**config.mk**
```make
export PLATFORM = sky130hd
export DESIGN_NAME = scf_front
export DESIGN_NICKNAME = d
export VERILOG_FILES = /design/src/rtl/scf_pkg.sv /design/src/rtl/scf_front.sv
export SDC_FILE = /design/constraint.sdc
export NUM_CORES = 1
export LEC_CHECK = 0
export BUFFER_PORTS_ARGS = -buffer_cell sky130_fd_sc_hd__buf_2
export CORE_UTILIZATION = 52
export DETAILED_ROUTE_END_ITERATION = 16
export GPL_TIMING_DRIVEN = 1
export PLACE_DENSITY_LB_ADDON = 0.05
export SKIP_CTS_REPAIR_TIMING = 1
export SYNTH_ARGS = -nofsm -noshare
export SYNTH_HDL_FRONTEND = slang
export SYNTH_SLANG_ARGS = --single-unit
```
**constraint.sdc**
```tcl
create_clock -name clock -period 13.6 [get_ports clock]
set_clock_uncertainty 0.15 [all_clocks]
set_input_delay 2.72 -clock clock [delete_from_list [all_inputs] [get_ports clock]]
set_output_delay 2.72 -clock clock [all_outputs]
set_load 0.005 [all_outputs]
```
**src/rtl/scf_pkg.sv**
```systemverilog
// ----------------------------------------------------------------------------
// scf_pkg
// Shared types and constants of the stall cycle estimator.
// ----------------------------------------------------------------------------
package scf_pkg;

   // Estimation modes held in the mode register
   localparam logic [1:0] MODE_NOMLP = 2'd0;
   localparam logic [1:0] MODE_CPL   = 2'd1;

   // Result status codes
   localparam logic [1:0] ST_OK       = 2'd0;
   localparam logic [1:0] ST_BAD_MODE = 2'd1;
   localparam logic [1:0] ST_ZERO_LAT = 2'd2;

   localparam int OVERLAP_FRAC_BITS_DEF = 16;
   localparam int QUEUE_DEPTH           = 2;

   localparam logic [47:0] EST_MAX = 48'hFFFF_FFFF_FFFF;
   localparam logic [31:0] OVL_MAX = 32'hFFFF_FFFF;

   // Work class decided at the front
   typedef enum logic [1:0] {
      KIND_BASE  = 2'd0,
      KIND_CPL   = 2'd1,
      KIND_NOMLP = 2'd2,
      KIND_ERR   = 2'd3
   } kind_type;

   typedef struct packed {
      kind_type    kind;
      logic [31:0] stall;
      logic [31:0] priv;
      logic [31:0] lat_cur;
      logic [31:0] lat_new;
      logic [23:0] reqs;
      logic [23:0] cpl;
   } item_type;

endpackage

```
**src/rtl/scf_front.sv**
```systemverilog
// ----------------------------------------------------------------------------
// scf_front
// Holds the mode register, classifies each request and queues it for the back.
// ----------------------------------------------------------------------------
module scf_front (
   input  logic               clock,
   input  logic               reset,
   input  logic               csr_wr_en,
   input  logic [1:0]         csr_wr_data,
   input  logic               req_push,
   output logic               req_full,
   input  logic [31:0]        req_measured_stall_cycles,
   input  logic [31:0]        req_private_stall_cycles,
   input  logic [31:0]        req_current_latency,
   input  logic [31:0]        req_new_latency,
   input  logic [23:0]        req_request_count,
   input  logic [23:0]        req_critical_path_length,
   output logic               q_valid,
   output scf_pkg::item_type  q_item,
   input  logic               q_take
);
   import scf_pkg::*;

   localparam int PTR_W = $clog2(QUEUE_DEPTH);
   localparam int CNT_W = $clog2(QUEUE_DEPTH + 1);

   logic [1:0]       mode_ff;
   item_type         entry_ff [QUEUE_DEPTH];
   logic [PTR_W-1:0] wr_ptr_ff;
   logic [PTR_W-1:0] rd_ptr_ff;
   logic [CNT_W-1:0] count_ff;
   item_type         cls_item;
   logic             push_ok;
   logic             pop_ok;

   // Classify the incoming request by mode and zero counts
   always_comb begin
      cls_item.stall   = req_measured_stall_cycles;
      cls_item.priv    = req_private_stall_cycles;
      cls_item.lat_cur = req_current_latency;
      cls_item.lat_new = req_new_latency;
      cls_item.reqs    = req_request_count;
      cls_item.cpl     = req_critical_path_length;
      case (mode_ff)
         MODE_NOMLP: begin
            cls_item.kind = (req_request_count == '0) ? KIND_BASE : KIND_NOMLP;
         end
         MODE_CPL: begin
            cls_item.kind = (req_request_count == '0 || req_critical_path_length == '0)
                            ? KIND_BASE : KIND_CPL;
         end
         default: begin
            cls_item.kind = KIND_ERR;
         end
      endcase
   end

   assign req_full = (count_ff == CNT_W'(QUEUE_DEPTH));
   assign push_ok  = req_push && !req_full;
   assign q_valid  = (count_ff != '0);
   assign pop_ok   = q_take && q_valid;
   assign q_item   = entry_ff[rd_ptr_ff];

   // Hold the mode register
   always_ff @(posedge clock) begin
      if (reset) begin
         mode_ff <= MODE_NOMLP;
      end else if (csr_wr_en) begin
         mode_ff <= csr_wr_data;
      end
   end

   // Store classified requests
   always_ff @(posedge clock) begin
      if (push_ok) begin
         entry_ff[wr_ptr_ff] <= cls_item;
      end
   end

   // Advance queue pointers and count
   always_ff @(posedge clock) begin
      if (reset) begin
         wr_ptr_ff <= '0;
         rd_ptr_ff <= '0;
         count_ff  <= '0;
      end else begin
         if (push_ok) wr_ptr_ff <= wr_ptr_ff + 1'b1;
         if (pop_ok)  rd_ptr_ff <= rd_ptr_ff + 1'b1;
         if (push_ok && !pop_ok) count_ff <= count_ff + 1'b1;
         else if (pop_ok && !push_ok) count_ff <= count_ff - 1'b1;
      end
   end

`ifndef NO_ASSERTIONS
   a_count_bound: assert property (@(posedge clock) disable iff (reset)
      count_ff <= CNT_W'(QUEUE_DEPTH))
      else $error("queue count overflow");
   a_full_no_grow: assert property (@(posedge clock) disable iff (reset)
      (req_full && !pop_ok) |=> req_full)
      else $error("full queue lost an entry");
`endif

endmodule

```
==> run metrics, run 1 <==
EDFF count, synth=356; CTS tree=done; Die X=164 microns; clk_lat worst skew=between 0.5 and 0.6 ns; gr busiest metal=met2; max-slew violation count=0; syn nets=791; Async S/R FF share, synth=0%; Period minus WS final=between 5 and 6 ns; Initial DRC Count=between 400 and 500; Final setup viols=0; GR Overflow Total=0; post-layout util=66.1%; GP Congestion=0.781; clock root cell=clkbuf_16; Vias per Instance=a little over 5; met3 Use GR=approximately 6.6%; Crit Path Category=flop to output port; H-Tree Depth=2; area leader, netlist=edfxtp_1; Final Power=3.14 mW; Post-Place Worst Slack=between 8 and 9 ns; CP max stage cell=buf_4; Tightest Pin Transition=1.19 ns; cell area after synthesis=13,700 sq um; met1 usage=between 20 and 25%; Design Area, Final=16,800 sq um; final wirelength=roughly 27 mm; clock sink total=363; clk buf depth=3; Antenna Nets Post-Route=0; Synth Flop Type=edfxtp_1; yosys synthesis warning count=0; die height=164 microns; RSZ-0062 raised after global routing=false; status=complete, no violations; WP data arrival=2.98 ns; area delta synth->final=23.2%; synth cell count leaders=edfxtp_1 (356), mux2_4 (101), mux2_2 (77); share of the synthesized area in the top cell type=78.2%; crit path launch type=flop; fin cells=1,351; Buf/Inv on CP=2; Leakage Power=about 6.5 nW; die area=between 20,000 and 30,000 sq um; Max-slew headroom=between 20 and 25%; share of cells above drive strength 1=between 50 and 60%; most numerous cell in the Yosys netlist=edfxtp_1; final hold viol count=0; Max stage delay on crit path=roughly 0.96 ns; synthesis-stage register bit count=363; crit-path max FO=64; # DRC=0; Core Footprint=25,500 sq um; cell count after synthesis=607; synthesized area per cell=around 23 sq um; VDD IR-drop max=approximately 0.14 mV; vias=roughly 7,000; PD cells=186 nW/um^2; clock slew at reported path FFs=0.06 ns; crit-path cells=buf_4 > mux2_2 > buf_2; Fmax achieved=171 MHz; number of global-route vias before repair=between 7,000 and 8,000; Hold Slack=0.352 ns; post-DP HPWL=around 19 mm; Hold Path Class=flop to flop; DP Cell Count=1,285; Initial Util=53.7%; maximum capacitance violations=0; M2 GR Usage=34.8%; Final nets=~1,200; IO Port Bufs=362; number of buffers created by CTS=37; family with the most delay on the worst path=buffers and inverters; wire per inst=a little over 20 microns; count of different cell masters after synthesis=23; CP required=10.73 ns; dpl cell area=approximately 16,000 sq um; global-route wire length before repair=39.8 mm; fin crit share=a little over two fifths; setup_tns=0 ns; pin count of the biggest net entering global routing=79; GRT Util Overall=19.9%; # IOs=363; Critical Path Sink Type=output port; min setup slack post-route=roughly 7.8 ns; sequential share of the synthesized area=approximately four fifths; antenna violations before repair=11; # rows=58; Synth area leaders=edfxtp_1 (78%), mux2_4 (11%), mux2_2 (6.3%); Pre-Repair DR Iteration Count=4
## final timing paths
path                                 start                         to  slack (ns)  cells after the start
setup reg to reg  count_ff[0]$_SDFFE_PP0P_  entry_ff[0][63]$_DFFE_PP_       10.42                      4
hold / removal      rd_ptr_ff$_SDFFE_PP0P_     rd_ptr_ff$_SDFFE_PP0P_        0.35                      2
hold reg to reg     rd_ptr_ff$_SDFFE_PP0P_     rd_ptr_ff$_SDFFE_PP0P_        0.35                      2
setup / recovery                      flop                q_item[154]        7.75                      3
## placed cells by master (no fill, tap or decap), types with 2 or more instances in the layout
cell type  Yosys  routed
diode_2        0       6
a21oi_1        2       2
buf_2          5     362
inv_1          3       3
clkinv_2       0       5
mux2_4       101     101
clkbuf_16      0      39
nor4_1        11      11
xor2_1         4       4
mux2i_1        2       2
o21ai_0        2       2
mux2_2        77      77
clkbuf_1       0       9
dfxtp_1        7       6
buf_4          0       6
edfxtp_1     356     356
nand2_1        3       3
nand4_1        2       2
nor2_1         9       8
clkinv_1       0       6
## worst reg2reg max path, stage by stage, from the launching register on
cell and delay [ns]:
dfxtp_1 0.41, nand2b_1 0.18, nand2_1 0.14, nor2_4 0.92, buf_4 0.92
## routing by layer
metal | wire length [microns] | share of wire [%] | vias to the layer above
li1 | - | - | 3205
met1 | 10000 | 37 | 3432
met2 | 14100 | 52 | 272
met3 | 2490 | 9.1 | 61
met4 | 620 | 2.3 | 14
met5 | 94 | 0.34 | -
## power breakdown
part	internal (mW)	leakage (nW)	total (mW)	switching (mW)
Combinational	0.396	2.56	0.747	0.352
Clock	0.519	0.525	0.896	0.377
Sequential	1.43	3.38	1.49	0.0614
Total	2.35	6.47	3.14	0.790
## cells by family after synthesis
family,Yosys count,share of synthesized area [%]
DFF,363,79.2
muxes,180,17.6
and+or+nand+nor,31,1.18
buffers and inverters,23,1.50
AOI/OAI and AO/OA,5,0.192
xor gates and xnor gates,4,0.256
adders and majority gates,1,0.0915
## state kept, by name, indices dropped and copies added (netlist names), named ones only
signal / count
count_ff: 2
entry_ff: 356
mode_ff: 2
rd_ptr_ff: 1
wr_ptr_ff: 1
## final cells by class
class                           count  area (sq um)
Sequential cell                   363         10800
Fill cell                        1738          8620
Multi-Input combinational cell    221          2650
Timing Repair Buffer              368          1860
Clock buffer                       48          1010
Tap cell                          330           413
Clock inverter                     12          56.3
Antenna cell                        6          15.0
Inverter                            3          11.3
(Power assumes the default switching activity.)
==> run 2, diff against run 1 <==
- clock period: 13.6 -> 5.6 ns (I/O delays scaled with it)
==> run 2 against run 1 <==
Compared with the run above:
- global-route usage down 0.14 points
- critical path depth unchanged
- routed wire length shrank 0.64%
- combinational power increased by 140%
- core utilization increased by 0.53 points
- clock power grew to 2.6 times the previous value
- non-clock buffer count up 3
- final area increased by 0.80%
- register-to-register slack got worse by 7.6 ns
- sequential cell count did not move
- setup slack got worse by 6.0 ns
==> run metrics, run 2 (synthesis gave the netlist of run 1 again) <==
status=complete, no violations (unchanged); Core Footprint=25,500 sq um (unchanged); RSZ-0062 raised after global routing=false (unchanged); pin count of the biggest net entering global routing=75 (was 79); area delta synth->final=24.2% (was 23.2%); Die X=164 microns (unchanged); fin crit share=69.2%; H-Tree Depth=2 (unchanged); clock root cell=clkbuf_16 (unchanged); Post-Route M1 WL=9.72 mm (was 10.0 mm); crit-path cells=buf_4 > mux2_4 > buf_2 (was buf_4 > mux2_2 > buf_2); global-route wire length before repair=39.8 mm (about the same); CP required=4.33 ns (was 10.73 ns); post-DP HPWL=18.8 mm (about the same); # rows=58 (unchanged); R2R Setup Slk=2.87 ns (was 10.42 ns); crit-path max FO=54 (was 64); clk_lat worst skew=0.51 ns (about the same); share of cells above drive strength 1=58.5% (was 58.6%); WP data arrival=2.61 ns (was 2.98 ns); hold depth=2 (unchanged); # IOs=363 (unchanged); WL met2=14.3 mm (was 14.1 mm); final hold viol count=0 (unchanged); PD cells=456 nW/um^2 (was 186 nW/um^2); clock slew at reported path FFs=0.06 ns (about the same); CTS tree=done (unchanged); clk buf depth=3 (unchanged); Leakage Power=6.53 nW (was 6.47 nW); Largest register FFs=356 (unchanged); final wirelength=27.2 mm (was 27.3 mm); Period minus WS final=3.88 ns; met3 wire length=2.46 mm (was 2.49 mm); DR top layer=met5 (unchanged); number of buffers created by CTS=37 (unchanged); Pre-Repair DR Iteration Count=4 (unchanged); setup_tns=0 ns (unchanged); Sequential Area=10,800 sq um (unchanged); GP Congestion=0.762 (was 0.781); R2R Path Start=count_ff[0]$_SDFFE_PP0P_ (unchanged); Largest regs=entry_ff x356, count_ff x2, mode_ff x2 (unchanged); Crit Path Category=flop to output port (unchanged); Final nets=1,181 (was 1,178); Hold Startpoint=count_ff[1]$_SDFFE_PP0P_ (was rd_ptr_ff$_SDFFE_PP0P_); number of global-route vias before repair=7,374 (was 7,287); antenna violations before repair=6 (was 11); crit path launch type=flop (unchanged); commonest non-fill, non-tap cell in the layout=buf_2 (unchanged); CP max stage cell=dfxtp_4 (was buf_4); Final setup viols=0 (unchanged); die area=27,000 sq um (unchanged); Initial Util=53.7% (unchanged); Antenna Nets Post-Route=0 (unchanged); Design Area, Final=17,000 sq um (was 16,800 sq um); dpl cell area=15,800 sq um (about the same); multi-input logic area=2650 sq um (unchanged); vias=6,963 (was 6,984); # DRC=0 (unchanged); Hold Path Sink=count_ff[1]$_SDFFE_PP0P_ (was rd_ptr_ff$_SDFFE_PP0P_); Initial DRC Count=486 (was 409); Critical Path Sink Type=output port (unchanged); Max-slew headroom=28.9% (was 20.7%); Worst Reg-to-Reg Cells=4 (unchanged); GRT Util Overall=19.8% (was 19.9%); clock sink total=363 (unchanged); Hold Path Class=flop to flop (unchanged); Tightest Pin Transition=1.07 ns (was 1.19 ns); Largest Register=entry_ff (unchanged); Max stage delay on crit path=0.96 ns (about the same); Fmax achieved=258 MHz; Vias per Instance=5.11 (was 5.17); maximum capacitance violations=0 (unchanged); GR Overflow Total=0 (unchanged); die height=164 microns (unchanged); number of fill cells=1,793 (was 1,738); Reg-to-Reg End=entry_ff[0][71]$_DFFE_PP_ (was entry_ff[0][63]$_DFFE_PP_); VDD IR-drop max=0.335 mV (was 0.142 mV); wire per inst=19.9 microns (was 20.2 microns); max-slew violation count=0 (unchanged); post-layout util=66.7% (was 66.1%); most frequent cells in the layout=buf_2 (362), edfxtp_1 (356), mux2_4 (101) (unchanged); IO Port Bufs=362 (unchanged)
-- run 2: per-layer routing --
metal,vias to the layer above,GRT usage (%)
li1,3219,-
met1,3409,22.2
met2,279,35.3
met3,54,6.36
met4,2,6.69
met5,-,0
-- run 2: worst max-delay path by stage --
stage,start,slack (ns),depth (start not counted),endpoint
2_1_floorplan,req_push,1.15,2,entry_ff[0][0]$_DFFE_PP_
3_3_place_gp,flop,2.26,3,q_item[84]
3_5_place_dp,flop,2.23,3,q_item[84]
4_1_cts,flop,1.69,3,q_item[84]
5_1_grt,flop,1.61,3,q_item[103]
6_report,flop,1.72,3,q_item[84]
-- run 2: metrics by stage --
| stage | setup slack (ns) | instances | hold WS [ns] | total power [mW] |
|---|---|---|---|---|
| detailed placement | 2.23 | 1288 | 0.379 | 5.53 |
| finish | 1.72 | 1362 | 0.391 | 7.75 |
| CTS | 1.69 | 1355 | 0.388 | 7.84 |
| global placement | 2.26 | 1288 | 0.330 | 5.47 |
| floorplan | 1.15 | 607 | 0.311 | 4.83 |
| global route | 1.61 | 1358 | 0.410 | 8.09 |
-- run 2: final cells by class --
type / instances / area share (%)
Tap cell: 330 / 2.43
Timing Repair Buffer: 371 / 11.2
Clock inverter: 17 / 0.788
Clock buffer: 50 / 5.99
Sequential cell: 363 / 63.8
Multi-Input combinational cell: 221 / 15.6
Inverter: 3 / 0.0663
Antenna cell: 7 / 0.103
-- run 2: report_power, final --
part           internal (mW)  switching, mW
sequential              3.47          0.165
combinational          0.966          0.832
clock                   1.37          0.943
total                   5.81           1.94
-- run 2: worst max-delay path: cells and delay by family (launching register included) --
family                 cells  cell delay [ns]
flip-flops                 1             0.96
buffers and inverters      2             0.73
multiplexers               1             0.35
